File: src/icppf_pkg.sv
`timescale 1ns / 1ps
`default_nettype none
// ----------------------------------------------------------------------------
// icppf_pkg: shared types and constants
// Codes, transaction layout and configuration bundle of the ingress policy filter.
// ----------------------------------------------------------------------------
package icppf_pkg;

    localparam int DEF_NETWORK_ENTRIES = 64;
    localparam int DEF_POLICY_ENTRIES  = 256;

    localparam logic [1:0] KIND_HEADER = 2'd0;
    localparam logic [1:0] KIND_NET_WR = 2'd1;
    localparam logic [1:0] KIND_POL_WR = 2'd2;

    localparam logic [1:0] ACT_PASS     = 2'd0;
    localparam logic [1:0] ACT_REDIRECT = 2'd1;
    localparam logic [1:0] ACT_DROP     = 2'd2;

    localparam logic [2:0] RSN_SHORT   = 3'd0;
    localparam logic [2:0] RSN_DNS     = 3'd1;
    localparam logic [2:0] RSN_POLICY  = 3'd2;
    localparam logic [2:0] RSN_AUDIT   = 3'd3;
    localparam logic [2:0] RSN_BLOCKED = 3'd4;

    localparam logic [2:0] CFG_OWN_ADDRESS     = 3'd0;
    localparam logic [2:0] CFG_DNS_PORT        = 3'd1;
    localparam logic [2:0] CFG_MONITOR_ENABLE  = 3'd2;
    localparam logic [2:0] CFG_AUDIT_MODE      = 3'd3;
    localparam logic [2:0] CFG_REDIRECT_DEVICE = 3'd4;

    typedef enum logic [2:0] {
        CLS_NET_WR,
        CLS_POL_WR,
        CLS_SHORT,
        CLS_DNS,
        CLS_SCAN
    } cls_t;

    typedef enum logic [2:0] {
        ST_IDLE,
        ST_DISPATCH,
        ST_NET_RD,
        ST_NET_CHK,
        ST_POL_RD,
        ST_POL_CHK,
        ST_FINISH,
        ST_CLEAR
    } back_state_t;

    typedef struct packed {
        cls_t        cls;
        logic [31:0] src_addr;
        logic [31:0] dst_addr;
        logic [15:0] dst_port;
        logic [7:0]  table_index;
        logic [5:0]  entry_network;
        logic [31:0] entry_addr;
        logic [31:0] entry_mask;
        logic        entry_valid;
    } item_t;

    typedef struct packed {
        logic [31:0] own_address;
        logic [15:0] dns_port;
        logic        monitor_enable;
        logic        audit_mode;
        logic [31:0] redirect_device;
    } cfg_t;

endpackage
`default_nettype wire

File: src/icppf_front.sv
`timescale 1ns / 1ps
`default_nettype none
// ----------------------------------------------------------------------------
// icppf_front: transaction intake and classification
// Sorts each accepted transaction of a known kind into a table write, a bypass or a scan job.
// ----------------------------------------------------------------------------
module icppf_front (
    input  wire logic                start,
    output logic                     busy,
    input  wire logic [1:0]          kind,
    input  wire logic                header_complete,
    input  wire logic [31:0]         src_addr,
    input  wire logic [31:0]         dst_addr,
    input  wire logic [15:0]         dst_port,
    input  wire logic [7:0]          table_index,
    input  wire logic [5:0]          entry_network,
    input  wire logic [31:0]         entry_addr,
    input  wire logic [31:0]         entry_mask,
    input  wire logic                entry_valid,
    input  wire icppf_pkg::cfg_t     cfg,
    input  wire logic                q_full,
    output logic                     q_push,
    output icppf_pkg::item_t         q_item
);

    logic known_kind;

    assign busy = q_full;

    always_comb
    begin
        known_kind           = 1'b1;
        q_item.cls           = icppf_pkg::CLS_SCAN;
        q_item.src_addr      = src_addr;
        q_item.dst_addr      = dst_addr;
        q_item.dst_port      = dst_port;
        q_item.table_index   = table_index;
        q_item.entry_network = entry_network;
        q_item.entry_addr    = entry_addr;
        q_item.entry_mask    = entry_mask;
        q_item.entry_valid   = entry_valid;
        case (kind)
            icppf_pkg::KIND_NET_WR: q_item.cls = icppf_pkg::CLS_NET_WR;
            icppf_pkg::KIND_POL_WR: q_item.cls = icppf_pkg::CLS_POL_WR;
            icppf_pkg::KIND_HEADER:
            begin
                if (!header_complete)
                    q_item.cls = icppf_pkg::CLS_SHORT;
                else if (dst_addr == cfg.own_address && dst_port == cfg.dns_port)
                    q_item.cls = icppf_pkg::CLS_DNS;
                else
                    q_item.cls = icppf_pkg::CLS_SCAN;
            end
            default: known_kind = 1'b0;
        endcase
    end

    // Unknown kinds are accepted and discarded here.
    assign q_push = start && !q_full && known_kind;

endmodule
`default_nettype wire

File: config.mk
export PLATFORM = sky130hd
export DESIGN_NAME = icppf_front
export DESIGN_NICKNAME = d
export VERILOG_FILES = /design/src/icppf_pkg.sv /design/src/icppf_front.sv
export SDC_FILE = /design/constraint.sdc
export NUM_CORES = 1
export LEC_CHECK = 0
export ABC_AREA = 1
export BUFFER_PORTS_ARGS = -buffer_cell sky130_fd_sc_hd__buf_2
export CORE_AREA = 5 5 157 159
export DETAILED_ROUTE_END_ITERATION = 7
export DIE_AREA = 0 0 162 164
export GPL_TIMING_DRIVEN = 0
export SLEW_MARGIN = 20
export SYNTH_ARGS = -nofsm -noshare
export SYNTH_HDL_FRONTEND = slang
export SYNTH_SLANG_ARGS = --single-unit
File: constraint.sdc
create_clock -name vclk -period 1.11
set_input_delay 0.1665 -clock vclk [all_inputs]
set_output_delay 0.1665 -clock vclk [all_outputs]
set_load 0.02 [all_outputs]
Yosys cells after proc, flatten, opt, wreduce, memory -nomap -nowiden
Index checks and enable logic that the tools add are counted.
- equality and inequality tests: 4
- multiplexer cells: 4
- reductions and logical operators: 6
- operators with widths (operator ; number):
    == test 32 bit ; 1
    == test 16 bit ; 1
    case mux 3 bit (3 select lines) ; 1
    2-to-1 mux 3 bit ; 2
    logical AND 1 bit ; 3
    OR reduction 3 bit ; 1
    == test 2 x 1 -> 1 bit, second input constant ; 1
    == test 2 bit, second input constant ; 1
    zero test 2 bit ; 1
    zero test 1 bit ; 1
    2-to-1 mux 1 bit ; 1
- input port bits: 246
- register bits after elaboration: 0
- output and inout port bits: 164

Longest topological paths before layout
- depth after elaboration: 5
- depth in mapped cells: 11

Least setup slack after synthesis
No wires, ideal clock.
- path kind: input port to output port
- start point: in cfg[73] in the netlist's numbering
- end point: out q_item[160] in the netlist's numbering
- slack: -0.103 ns
- stages on the path: 7
- arrival time: 1.047 ns
- cells stage by stage: xnor2_1 > nand2_1 > nor2_1 > nand2_1 > nor2_2 > nand3_1 > a21boi_1
- RTL lines (item ; RTL line ; text):
    start: declaration ; icppf_front.sv:20 ; input wire icppf_pkg::cfg_t cfg,
    end: declaration ; icppf_front.sv:23 ; output icppf_pkg::item_t q_item

==> qor.yml <==
detailed_routing:
  postRouteWirelength_um: 10120
  remaining_drc_errors: 0
  viasPerCell: 3.142
  route.antenna.remaining_nets: 0
  route.detailed.wl_per_inst_um: 10.11
  drt_pre_antenna_iters: 4
  route.vias.total: 3145
  initialDrtViolationCount: 74
timing:
  timing.final.crit_share_pct: 127.8
  worst-slew-pin-transition_ns: 0.2418
  post-route-min-period_ns: 1.419
  finalSetupTns_ns: -0.8788
  slew_viol_final: 0
  setup_viol: 3
  hold-worst-slack_ns: 0.5507
  slew-limit-headroom_pct: 83.82
  post-route-worst-setup-slack_ns: -0.3091
  final-hold-violation-count: 0
  grt_setup_unrepaired: "yes"
  timing.fmax_mhz: 704.7
setup_path:
  cpMaxStageDelayCell: "nor2_4"
  path_delay_family: "simple AND/OR/NAND/NOR gates"
  worst-path-max-fanout: 3
  critPathArrivalTime_ns: 1.25
  timing.critical_path.depth: 9
  worstPathCellList: "buf_6 -> xnor2_2 -> nand2_1 -> nor2_1 -> nand2_2 -> nor2_4 -> nand3_4 -> a21boi_4 -> buf_6"
  path_buf_inv: 2
  setup.worst_path.start_class: "input pin"
  slowest_delay_ns: 0.16
  worst-endpoint-required_ns: 0.94
  path_common_cell: "buf_6"
  cp-end-kind: "output pin"
  crit_end: "q_item[160]"
  crit_type: "in -> out"
  crit_start: "dst_addr[30]"
status:
  failed_checks: "setup timing"
  status: "finished with violations"
synth:
  synthesis.instances: 446
  post_synthesis_sequential_area_ratio_pct: 0
  synth_area_per_cell_um2: 5.389
  yosysTopAreaCellShare_pct: 49.97
  netlist_top_cells_area: "buf_4 (50%), nand2_1 (23%), inv_1 (11%), xnor2_1 (7.7%), nor2_1 (5.9%)"
  syn_nets: 692
  yosysTopAreaCell: "buf_4"
  synth.cell_area_um2: 2404
  netlist-cell-type-count: 10
  synth_warnings: 0
grt:
  gr-max-usage-layer: "met2"
  antenna_found_initial: 0
  grt.met1_usage_pct: 6.852
  globalRouteMet2Util_pct: 12.77
  grt_use_met3_pct: 0.9285
  grt_remaining_overflow: 0
  grt_start_max_net_pins: 5
  grt_util_all_layers_pct: 6.153
  grt_pass1_wl_um: 13520
  grt_pass1_vias: 2873
finish:
  antenna_cells: 0
  final_cell_area_um2: 4521
  fraction_of_layout_instances_using_a_drive_strength_above_1_pct: 69.48
  final-seq-area_um2: 0
  nFlopsAndLatches: 0
  final.fill_count: 2620
  finish.net_count: 959
  multi_input_comb_area_um2: 1181
  synthToLayoutAreaGrowth_pct: 88.08
  post_layout_nonfiller_instances: 1001
  utilization_pct: 19.55
  clockBufferCount: 0
place:
  placed_cell_area_um2: 4131
  dp.cells: 1001
  gpl.final_weighted_congestion: 0.7094
  port_buffers: 265
  preCtsSetupSlack_ns: -0.6374
  dpl.hpwl_um: 9343
die:
  die_height_um: 164
  placement_rows: 56
  core_region_area_um2: 23120
  io_pins: 410
  floorplan.die.width_um: 162
  start_util_pct: 10.40
  fp.dieArea_um2: 26570
power:
  vdd_drop_max_mv: 0.1525
  leakage_power_of_the_design_nw: 2.833
  p_per_area_nw_per_um2: 422.1
  design_power_total_mw: 1.908
flow_run:
  cap_viol_max_count: 0
clock_tree:
  postCtsSetupBuffers: 0
hold_path:
  min-delay-path-class: "in -> out"
-- cell families after synthesis --
logic type      Yosys count  synth area share, %
compound gates            1               0.3125
simple gates            189                29.93
xor+xnor                 23                8.381
buf+inv                 233                61.37
-- worst min-delay path by stage --
stage	from	endpoint	slack (ns)	cells after the start
after floorplan	header_complete	q_item[160]	0.38	1
after global placement	entry_mask[17]	q_item[18]	0.55	2
after detailed placement	entry_addr[22]	q_item[55]	0.55	2
after CTS	src_addr[6]	q_item[133]	0.55	2
after global routing	src_addr[30]	q_item[157]	0.55	2
final	entry_addr[22]	q_item[55]	0.55	2
-- cell usage after synthesis --
library cell	instances
inv_1	73
xor2_1	2
nand4_1	1
nand2_1	145
buf_4	160
nor2_1	38
nand3_1	4
xnor2_1	21
nor2_2	1
a21boi_1	1
-- power breakdown --
| group | leakage, nW | internal (mW) | switching (mW) |
|---|---|---|---|
| Combinational | 2.83 | 0.947 | 0.961 |
| Clock | 0 | 0 | 0 |
| Sequential | 0 | 0 | 0 |
-- per-layer routing --
layer,vias to the layer above,wire (µm)
met4,0,44
li1,1647,-
met5,-,0
met1,1310,3589
met2,186,5555
met3,2,932
-- layout by cell type, fill, tap and decap left out, drive strengths merged --
cell type	n
a21boi	1
buf	425
inv	73
nand2	145
nand3	4
nand4	1
nor2	39
xnor2	21
xor2	2
-- timing repair --
| action | 4_1_cts | 5_1_grt |
|---|---|---|
| pin swaps | 39 | 29 |
| setup endpoints to repair | 3 | 3 |
| hold buffers | 0 | 0 |
| gates resized for setup | 68 | 46 |
-- layout make-up --
class / instances / area share [%]
Buffer: 160 / 26.57
Inverter: 73 / 6.061
Multi-Input combinational cell: 213 / 26.13
Tap cell: 290 / 8.027
Timing Repair Buffer: 265 / 33.21
No activity file was read; power rests on OpenSTA's default activity.
