### src/icppf_pkg.sv
`timescale 1ns / 1ps
`default_nettype none
// ----------------------------------------------------------------------------
// icppf_pkg: shared types and constants
// Codes, transaction layout and configuration bundle of the ingress policy filter.
// ----------------------------------------------------------------------------
package icppf_pkg;

    localparam int DEF_NETWORK_ENTRIES = 64;
    localparam int DEF_POLICY_ENTRIES  = 256;

    localparam logic [1:0] KIND_HEADER = 2'd0;
    localparam logic [1:0] KIND_NET_WR = 2'd1;
    localparam logic [1:0] KIND_POL_WR = 2'd2;

    localparam logic [1:0] ACT_PASS     = 2'd0;
    localparam logic [1:0] ACT_REDIRECT = 2'd1;
    localparam logic [1:0] ACT_DROP     = 2'd2;

    localparam logic [2:0] RSN_SHORT   = 3'd0;
    localparam logic [2:0] RSN_DNS     = 3'd1;
    localparam logic [2:0] RSN_POLICY  = 3'd2;
    localparam logic [2:0] RSN_AUDIT   = 3'd3;
    localparam logic [2:0] RSN_BLOCKED = 3'd4;

    localparam logic [2:0] CFG_OWN_ADDRESS     = 3'd0;
    localparam logic [2:0] CFG_DNS_PORT        = 3'd1;
    localparam logic [2:0] CFG_MONITOR_ENABLE  = 3'd2;
    localparam logic [2:0] CFG_AUDIT_MODE      = 3'd3;
    localparam logic [2:0] CFG_REDIRECT_DEVICE = 3'd4;

    typedef enum logic [2:0] {
        CLS_NET_WR,
        CLS_POL_WR,
        CLS_SHORT,
        CLS_DNS,
        CLS_SCAN
    } cls_t;

    typedef enum logic [2:0] {
        ST_IDLE,
        ST_DISPATCH,
        ST_NET_RD,
        ST_NET_CHK,
        ST_POL_RD,
        ST_POL_CHK,
        ST_FINISH,
        ST_CLEAR
    } back_state_t;

    typedef struct packed {
        cls_t        cls;
        logic [31:0] src_addr;
        logic [31:0] dst_addr;
        logic [15:0] dst_port;
        logic [7:0]  table_index;
        logic [5:0]  entry_network;
        logic [31:0] entry_addr;
        logic [31:0] entry_mask;
        logic        entry_valid;
    } item_t;

    typedef struct packed {
        logic [31:0] own_address;
        logic [15:0] dns_port;
        logic        monitor_enable;
        logic        audit_mode;
        logic [31:0] redirect_device;
    } cfg_t;

endpackage
`default_nettype wire

### src/icppf_queue.sv
`timescale 1ns / 1ps
`default_nettype none
// ----------------------------------------------------------------------------
// icppf_queue: two-entry job queue
// Decouples intake from the table scanner.
// ----------------------------------------------------------------------------
module icppf_queue (
    input  wire logic                clk,
    input  wire logic                rst_n,
    input  wire logic                push,
    input  wire icppf_pkg::item_t    push_item,
    input  wire logic                pop,
    output icppf_pkg::item_t         head,
    output logic                     empty,
    output logic                     full
);

    icppf_pkg::item_t slot_reg [2];
    logic             wr_ptr_reg, wr_ptr_next;
    logic             rd_ptr_reg, rd_ptr_next;
    logic [1:0]       count_reg, count_next;

    assign empty = (count_reg == 2'd0);
    assign full  = (count_reg == 2'd2);
    assign head  = slot_reg[rd_ptr_reg];

    always_comb
    begin
        wr_ptr_next = push ? ~wr_ptr_reg : wr_ptr_reg;
        rd_ptr_next = pop ? ~rd_ptr_reg : rd_ptr_reg;
        count_next  = count_reg + {1'b0, push} - {1'b0, pop};
    end

    always_ff @(posedge clk or negedge rst_n)
    begin
        if (!rst_n)
        begin
            wr_ptr_reg <= 1'b0;
            rd_ptr_reg <= 1'b0;
            count_reg  <= 2'd0;
        end
        else
        begin
            wr_ptr_reg <= wr_ptr_next;
            rd_ptr_reg <= rd_ptr_next;
            count_reg  <= count_next;
        end
    end

    always_ff @(posedge clk)
    begin
        if (push)
            slot_reg[wr_ptr_reg] <= push_item;
    end

endmodule
`default_nettype wire

### config.mk
export PLATFORM = sky130hd
export DESIGN_NAME = icppf_queue
export DESIGN_NICKNAME = d
export VERILOG_FILES = /design/src/icppf_pkg.sv /design/src/icppf_queue.sv
export SDC_FILE = /design/constraint.sdc
export NUM_CORES = 1
export LEC_CHECK = 0
export ABC_AREA = 1
export BUFFER_PORTS_ARGS = -buffer_cell sky130_fd_sc_hd__buf_2
export CAP_MARGIN = 20
export CELL_PAD_IN_SITES_DETAIL_PLACEMENT = 0
export CELL_PAD_IN_SITES_GLOBAL_PLACEMENT = 2
export CORE_MARGIN = 10
export CORE_UTILIZATION = 37
export CTS_BUF_LIST = sky130_fd_sc_hd__clkbuf_4
export CTS_CLUSTER_SIZE = 40
export DETAILED_ROUTE_END_ITERATION = 16
export GPL_TIMING_DRIVEN = 1
export PLACE_DENSITY_LB_ADDON = 0.1
export SYNTH_ARGS = -nofsm -noshare
export SYNTH_HDL_FRONTEND = slang
export SYNTH_SLANG_ARGS = --single-unit
### constraint.sdc
create_clock -name clk -period 9.5 [get_ports clk]
set_input_delay 0.95 -clock clk [delete_from_list [all_inputs] [get_ports clk]]
set_output_delay 0.95 -clock clk [all_outputs]
set_load 0.02 [all_outputs]
## After elaboration in Yosys (flattened, before gate mapping)

Memories as Yosys holds them, arrays and structs flattened.
Index checks and enable logic that the tools add are counted.

- Flip-flop bits (word level): 4
- Memory bits (writable): 324
- Bits of input ports: 166
- Memories: 1

- Add/subtract/negate cells: 2
- Equality and inequality tests: 1
- Muxes and demuxes: 2
- Bitwise logic cells: 2
- Reductions and logical operators: 1

Memory list:

| memory | words | width | rd ports | clocked after memory_dff | write ports | RTL line | RTL |
|---|---|---|---|---|---|---|---|
| slot_reg | 2 | 162 | 1 | 0 | 1 | icppf_queue.sv:18 | `icppf_pkg::item_t slot_reg [2];` |

Operators with widths:

| operator | number |
|---|---|
| 2-bit by 1-bit adder with 2-bit output | 1 |
| 2-bit equality test, second input constant | 1 |
| 2-bit logical NOT | 1 |
| 1-bit 2-to-1 mux | 2 |
| 1-bit NOT | 2 |
| 2-bit by 1-bit subtractor with 2-bit output | 1 |

## Logic depth before layout (Yosys ltp)

Gate-level depths: netlist of the first run.

- Depth in word-level cells: 2
- Depth in mapped cells: 7

## Worst setup path before layout of the first run

OpenSTA, ideal clock, no wires.

- Kind: input port to flip-flop
- Start: input push
- End: memory slot_reg[0][0] in the netlist's numbering, enable pin
- Library setup time: 0.690 ns
- Arrival time: 7.762 ns
- Path slack: 1.047 ns
- Cell stages on the path: 2
- Path buffers: 0
- Cells stage by stage: inv_1 -> nor2_1

- Word-level cells in the longest chain between the ends: 2

RTL lines:

| item | RTL line | RTL |
|---|---|---|
| from (decl) | icppf_queue.sv:10 | `input wire logic push,` |
| 1-bit 2-to-1 mux | icppf_queue.sv:52 | `if (push)` |
| 1-bit 2-to-1 mux (implied by the code) | icppf_queue.sv:53 | `slot_reg[wr_ptr_reg] <= push_item;` |
| to (decl) | icppf_queue.sv:18 |  |

No other way between the ends.

==> results.tsv, run 1 <==
stage	metric	value	unit
cells_and_area	area_growth_syn_to_layout	24.55	%
logic_synthesis	ys_seq_elements	328	
detailed_routing	drt_iter0_markers	298	
die	start_util	37.55	%
detailed_routing	antenna_left	0	
place	dp.cells	1618	
critical_path	crit_buf_inv	3	
cells_and_area	regArea	9833	µm²
timing	setup_tns	0	ps
logic_synthesis	yosysWarnings	0	
critical_path	reg2regPathDepth	3	
cells_and_area	n_fill_cell	3156	
logic_synthesis	synth_mux_area_share	0	%
critical_path	crit_arrival	3770	ps
timing	max_freq	211.7	MHz
power	leakagePower	6.749	nW
logic_synthesis	synthAdderAreaFrac	0.1983	%
critical_path	r2r_start	wr_ptr_reg$_DFFE_PN0P_	
cts	ctsResizeCount	0	
critical_path	r2r_slack	6940	ps
die	dieHeight	204.7	µm
critical_path	worstPathCellList	buf_4, buf_4, nand2_1, o21ai_2, buf_2	
logic_synthesis	synth_xor_area_share	0.1388	%
logic_synthesis	ys_seq_area_share	77.87	%
timing	drv_slew	0	
job	cap_violations	0	
die	row_count	67	
timing	rsz0062_at_grt	no	
cts	cts_buffers	89	
place	io_buffers	329	
cts	cts_sinks	328	
detailed_routing	drtPass1Iterations	4	
global_route	gr-max-usage-layer	met2	
timing	period_share	49.72	%
logic_synthesis	syn_area_per_cell	14.49	µm²
die	fp.dieW	204.7	µm
cells_and_area	multi_input_area	1846	µm²
cts	cts_root_buf	clkbuf_4	
detailed_routing	viasPerCell	4.321	
detailed_routing	route.detailed.drc	0	
critical_path	crit_top_cell	buf_4	
detailed_routing	wl_per_cell	17.27	µm
cts	cts_tree	yes	
global_route	first_global_vias	7839	
logic_synthesis	synth-simple-area-share	5.125	%
critical_path	critPathSlowestCell	dfrtp_4	
detailed_routing	route.vias.total	7705	
place	gp_congestion	0.7211	
global_route	antenna_found_initial	13	
cts	clock_latency	720	ps
logic_synthesis	netlist_area	12620	µm²
cells_and_area	instances_no_fill	1783	
timing	finalCriticalPeriod	4724	ps
outcome	status	complete, no violations	
cts	hold_buffers	1	
cells_and_area	layout-drive-gt1-share	42.49	%
cts	clockBufferDepth	3	
logic_synthesis	syn_inst	871	
worst_hold_path	hold_path_startpoint	push_item[133]	
global_route	grt_use_met2	23.54	%
critical_path	start_kind	register	
critical_path	end_kind	primary output	
power	vdd_drop_max	0.1704	mV
global_route	met3_usage	6.523	%
die	boundaryPins	330	
global_route	use_met1	15.74	%
logic_synthesis	synth_fp_nets	1039	
logic_synthesis	synth_cell_types	15	
cts	htree_levels	3	
timing	final-setup-viol-count	0	
critical_path	cpPeakStageDelay	970	ps
critical_path	cp_top_family	buffers and inverters	
cells_and_area	fin_nets	1431	
cts	cts.clk_slew.worst_paths	60	ps
place	place_hpwl	21160	µm
critical_path	path_class	register to primary output	
cells_and_area	largest_reg_flops	324	
logic_synthesis	synth_compound_area_share	9.100	%
worst_hold_path	hold_path_end	slot_reg[1][133]$_DFFE_PP_	
die	core-area	33620	µm²
critical_path	critPathRequiredTime	8550	ps
worst_hold_path	hp-class	input pin to register	
die	die_area	41900	µm²
timing	relSlewSlack	30.84	%
power	power_density	314.5	nW/µm²
worst_hold_path	hold_path_depth	1	
timing	clock_skew	27.96	ps
global_route	grt_overflow	0	
detailed_routing	wl	30790	µm
critical_path	crit_fanout	94	
logic_synthesis	synth_top_family_by_area	compound AO/OA/AOI/OAI gates	
global_route	grt_max_degree	97	
cts	post-cts-setup-buffers	0	
global_route	grt_use_total	14.31	%
global_route	grt_pass1_wl	44930	µm
timing	worst_pin_slew	1037	ps
critical_path	regToRegEndpoint	slot_reg[1][73]$_DFFE_PP_	
timing	hold_violations	0	
-- worst max path at each step --
stage | start | end | depth (start not counted)
after floorplan | push | slot_reg[0][0]$_DFFE_PP_ | 2
after CTS | rd_ptr_reg$_DFFE_PN0P_ | head[84] | 5
after global placement | rd_ptr_reg$_DFFE_PN0P_ | head[84] | 5
after global routing | rd_ptr_reg$_DFFE_PN0P_ | head[99] | 5
final | rd_ptr_reg$_DFFE_PN0P_ | head[84] | 5
after detailed placement | rd_ptr_reg$_DFFE_PN0P_ | head[84] | 5
-- synthesized netlist by cell type (all sizes together) --
cell type  number  area, µm²
o21ai         162       1149
nor2            3      11.26
dfrtp           4      100.1
inv           169      634.4
clkbuf          6      22.52
nand2         168      630.6
nand3           1      5.000
ha              2      25.02
xor2            2      17.52
buf            30      297.8
edfxtp        324       9729
-- cells by family (layout without fill, tap and decap cells) --
| family | Yosys count | in the layout |
|---|---|---|
| DFF | 328 | 328 |
| buffers and inverters | 205 | 659 |
| and+or+nand+nor | 172 | 172 |
| AOI/OAI and AO/OA | 162 | 162 |
| adders and majority gates | 2 | 2 |
| xor gates and xnor gates | 2 | 2 |
| other | 0 | 10 |
-- where the power goes --
part | leakage [nW] | switching, W | total (W) | internal (W)
logic | 3.02 | 0.00124 | 0.00172 | 0.000486
clock network | 0.645 | 0.000548 | 0.00119 | 0.000638
registers | 3.09 | 0.000111 | 0.00204 | 0.00192
-- through the flow --
stage | instance area (µm²) | total power [W] | util [%] | hold slack (ps) | setup WS (ps)
after floorplan | 12620 | 0.003314 | - | 463.4 | 1047
after global placement | 14570 | 0.003819 | 43.34 | 527.7 | 5467
after detailed placement | 14570 | 0.003833 | 43.34 | 543.1 | 5429
after CTS | 15670 | 0.005051 | 46.61 | 290.6 | 4592
after global routing | 15710 | 0.005282 | 46.74 | 282.2 | 4320
final | 15720 | 0.004944 | 46.77 | 409.0 | 4776
-- metal layers --
layer	vias to the layer above	wire length, µm
met3	66	2726
met2	246	15270
met4	8	714
met5	-	52
met1	3547	12030
li1	3838	-
-- final cells by class --
| class | instances | share of cell area, % |
|---|---|---|
| well taps | 448 | 3.565 |
| diodes | 10 | 0.1592 |
| flip-flops and latches | 328 | 62.55 |
| clock inverters | 26 | 0.8595 |
| multi-input cells | 338 | 11.74 |
| repair buffers | 337 | 11.00 |
| inverters | 169 | 4.067 |
| clock buffers | 127 | 6.064 |
-- cells in the final DEF (no fill, tap or decap), types with 2 or more instances in the layout --
| cell type | n |
|---|---|
| nand2_1 | 168 |
| o21ai_0 | 70 |
| o21ai_2 | 90 |
| clkinv_2 | 3 |
| clkinv_1 | 19 |
| nor2_1 | 2 |
| dfrtp_1 | 3 |
| o21ai_1 | 2 |
| ha_1 | 2 |
| inv_1 | 168 |
| edfxtp_1 | 324 |
| xor2_1 | 2 |
| clkinvlp_4 | 2 |
| clkbuf_4 | 127 |
| buf_4 | 6 |
| diode_2 | 10 |
| buf_2 | 329 |
Note: power is estimated with default switching activity, not from simulation.
==> inputs of run 2 (changes only) <==
--- a/config.mk
+++ b/config.mk
@@ -5,13 +5,13 @@
 export SDC_FILE = /design/constraint.sdc
 export NUM_CORES = 1
 export LEC_CHECK = 0
-export ABC_AREA = 1
+export ABC_AREA = 0
 export BUFFER_PORTS_ARGS = -buffer_cell sky130_fd_sc_hd__buf_2
 export CAP_MARGIN = 20
 export CELL_PAD_IN_SITES_DETAIL_PLACEMENT = 0
 export CELL_PAD_IN_SITES_GLOBAL_PLACEMENT = 2
 export CORE_MARGIN = 10
-export CORE_UTILIZATION = 37
+export CORE_UTILIZATION = 36
 export CTS_BUF_LIST = sky130_fd_sc_hd__clkbuf_4
 export CTS_CLUSTER_SIZE = 40
 export DETAILED_ROUTE_END_ITERATION = 16
==> constraint.sdc (replaced) <==
create_clock -name clk -period 4 [get_ports clk]
set_input_delay 0.4 -clock clk [delete_from_list [all_inputs] [get_ports clk]]
set_output_delay 0.4 -clock clk [all_outputs]
set_load 0.02 [all_outputs]
==> results.tsv, run 2 <==
stage	metric	value	unit
place	io_buffers	329	
place	place_worst_setup_slack	1659	ps
timing	final-setup-viol-count	0	
critical_path	start_kind	register	
detailed_routing	antenna_left	0	
power	p_int	0.007767	W
cells_and_area	area_growth_syn_to_layout	40.65	%
logic_synthesis	yosys-top-cells-count	324 x edfxtp_1, 92 x mux2_2, 70 x mux2_4, 9 x buf_2, 9 x buf_6	
detailed_routing	drtPass1Iterations	6	
logic_synthesis	synth_top_flop_cell	edfxtp_1	
power	switching_share	33.09	%
logic_synthesis	synth_most_common_cell	edfxtp_1	
timing	setup_tns	0	ps
global_route	grt_overflow	0	
logic_synthesis	syn_inst	519	
detailed_routing	wl	31250	µm
power	leakagePower	6.785	nW
critical_path	r2r_slack	1960	ps
global_route	grt_pass1_wl	46840	µm
timing	setup_slack	1017	ps
cts	cts_buffers	87	
place	dp.cells	1285	
logic_synthesis	ys_seq_area_share	80.84	%
place	place_hpwl	21240	µm
cts	cts_sinks	328	
cts	hold_buffers	166	
cts	ctsResizeCount	0	
logic_synthesis	synth_edf_count	324	
timing	rsz0062_at_grt	no	
die	start_util	36.35	%
critical_path	crit_arrival	2580	ps
outcome	status	complete, no violations	
global_route	grt_max_degree	101	
logic_synthesis	synthTopCellsByArea	edfxtp_1 80%, mux2_4 8.6%, mux2_2 8.5%, buf_6 0.83%, dfrtp_1 0.82%	
timing	relSlewSlack	32.84	%
cells_and_area	mostFrequentLayoutCells	329 x buf_2, 324 x edfxtp_1, 166 x dlygate4sd3_1	
cts	cts_root_buf	clkbuf_4	
cells_and_area	final_common_cell	buf_2	
critical_path	cpPeakStageDelay	790	ps
timing	clock_skew	25.12	ps
logic_synthesis	synthArstFlopShare	1.220	%
detailed_routing	wl_per_cell	19.47	µm
cts	clockBufferDepth	3	
critical_path	critPathSlowestCell	dfrtp_4	
timing	worst_pin_slew	1007	ps
global_route	antenna_found_initial	2	
power	switchingPower	0.003841	W
critical_path	critPathRequiredTime	3600	ps
cells_and_area	layout-drive-gt1-share	54.98	%
cells_and_area	largest_reg_flops	324	
timing	period_share	74.58	%
detailed_routing	route.detailed.drc	0	
timing	finalCriticalPeriod	2983	ps
logic_synthesis	yosysWarnings	0	
die	row_count	67	
power	vdd_drop_max	0.3353	mV
critical_path	end_kind	primary output	
power	p_comb_share	34.3	%
timing	drv_slew	0	
cts	cts_tree	yes	
logic_synthesis	syn_area_per_cell	23.43	µm²
cells_and_area	fin_util	51.13	%
die	fp.dieW	203.8	µm
die	boundaryPins	330	
cells_and_area	n_fill_cell	2863	
critical_path	crit_fanout	35	
logic_synthesis	ys_seq_elements	328	
logic_synthesis	synth_top_area_share	80.02	%
power	seqPwrFrac	41.3	%
cts	post-cts-setup-buffers	0	
cts	clock_latency	670	ps
cells_and_area	fin_nets	1260	
global_route	first_global_vias	8135	
cells_and_area	instances_no_fill	1605	
cts	cts.clk_slew.worst_paths	60	ps
critical_path	worstPathCellList	buf_4, mux2_2, buf_2	
die	core-area	33450	µm²
power	p_clk_share	24.5	%
cts	htree_levels	3	
detailed_routing	viasPerCell	4.393	
critical_path	r2r_start	wr_ptr_reg$_DFFE_PN0P_	
job	cap_violations	0	
worst_hold_path	hold_path_startpoint	push_item[32]	
power	finalPower	0.01161	W
detailed_routing	route.vias.total	7050	
worst_hold_path	hp-class	input pin to register	
logic_synthesis	netlist_area	12160	µm²
timing	hold_violations	0	
power	power_density	678.8	nW/µm²
die	die_area	41530	µm²
die	dieHeight	203.8	µm
logic_synthesis	yosys.area.top_type	edfxtp_1	
logic_synthesis	synth_fp_nets	687	
critical_path	startpoint	rd_ptr_reg$_DFFE_PN0P_	
global_route	grt_use_total	14.62	%
place	gp_congestion	0.7520	
critical_path	path_class	register to primary output	
timing	max_freq	335.2	MHz
detailed_routing	drt_iter0_markers	273	
logic_synthesis	synth_cell_types	13	
-- run 2: changes by cell type after synthesis, moves of 6 or more --
cell | before | now
o21ai_0 | 70 | 0
buf_6 | 20 | 9
buf_4 | 9 | 0
inv_1 | 169 | 2
buf_2 | 1 | 9
clkbuf_1 | 6 | 0
nand2_1 | 168 | 0
o21ai_2 | 90 | 0
mux2_2 | 0 | 92
mux2_4 | 0 | 70
-- run 2: worst paths after layout --
check / to / depth (start not counted)
setup / recovery: head[80] / 3
hold / removal: slot_reg[1][32]$_DFFE_PP_ / 2
setup reg to reg: slot_reg[1][28]$_DFFE_PP_ / 2
hold reg to reg: wr_ptr_reg$_DFFE_PN0P_ / 1
max in group asynchronous: rd_ptr_reg$_DFFE_PN0P_ / 3
min in group asynchronous: wr_ptr_reg$_DFFE_PN0P_ / 3
-- run 2: layout make-up --
cell class | instances | area [µm²] | share of cell area [%]
Tap cell | 448 | 560.5 | 3.278
Inverter | 2 | 7.507 | 0.04390
Multi-Input combinational cell | 171 | 2186 | 12.78
Antenna cell | 2 | 5.005 | 0.02927
Timing Repair Buffer | 502 | 3423 | 20.02
Clock inverter | 22 | 110.1 | 0.6438
Clock buffer | 130 | 975.9 | 5.707
Sequential cell | 328 | 9833 | 57.50
-- run 2: worst max-delay path: cells and delay by family (launching register included) --
family / cells / cell delay (ps)
buffers and inverters: 2 / 700
flip-flops: 1 / 790
multiplexers: 1 / 400
-- run 2: layer usage --
| metal | track usage (%) | vias up | part of all wire (%) |
|---|---|---|---|
| li1 | - | 3282 | - |
| met1 | 16.96 | 3458 | 40 |
| met2 | 23.66 | 277 | 49 |
| met3 | 6.124 | 33 | 9.0 |
| met4 | 5.649 | 0 | 1.6 |
| met5 | 0 | - | 0 |
-- run 2: per-stage QoR --
step	instance area, µm²	hold slack, ps
CTS	17100	344.6
detailed placement	14350	217.7
global route	17100	363.0
finish	17100	435.9
floorplan	12170	104.4
global placement	14350	215.0
-- run 2: cell families (layout without fill, tap and decap cells) --
family | count (synthesis) | in the layout | synth area share, %
XOR/XNOR | 3 | 3 | 0.3396
adder cells (fa/ha/maj) | 2 | 2 | 0.2058
buffers and inverters | 20 | 656 | 1.266
flip-flops | 328 | 328 | 80.84
multiplexers | 162 | 162 | 17.16
other | 0 | 2 | 0
AND/OR/NAND/NOR | 4 | 4 | 0.1852
-- run 2: power groups by stage --
stage / clock [W] / sequential (W) / combinational [W]
detailed placement: 0 / 0.00487 / 0.00394
global placement: 0 / 0.00484 / 0.00390
CTS: 0.00296 / 0.00480 / 0.00409
finish: 0.00284 / 0.00479 / 0.00398
global route: 0.00315 / 0.00486 / 0.00424
floorplan: 0 / 0.00478 / 0.00274
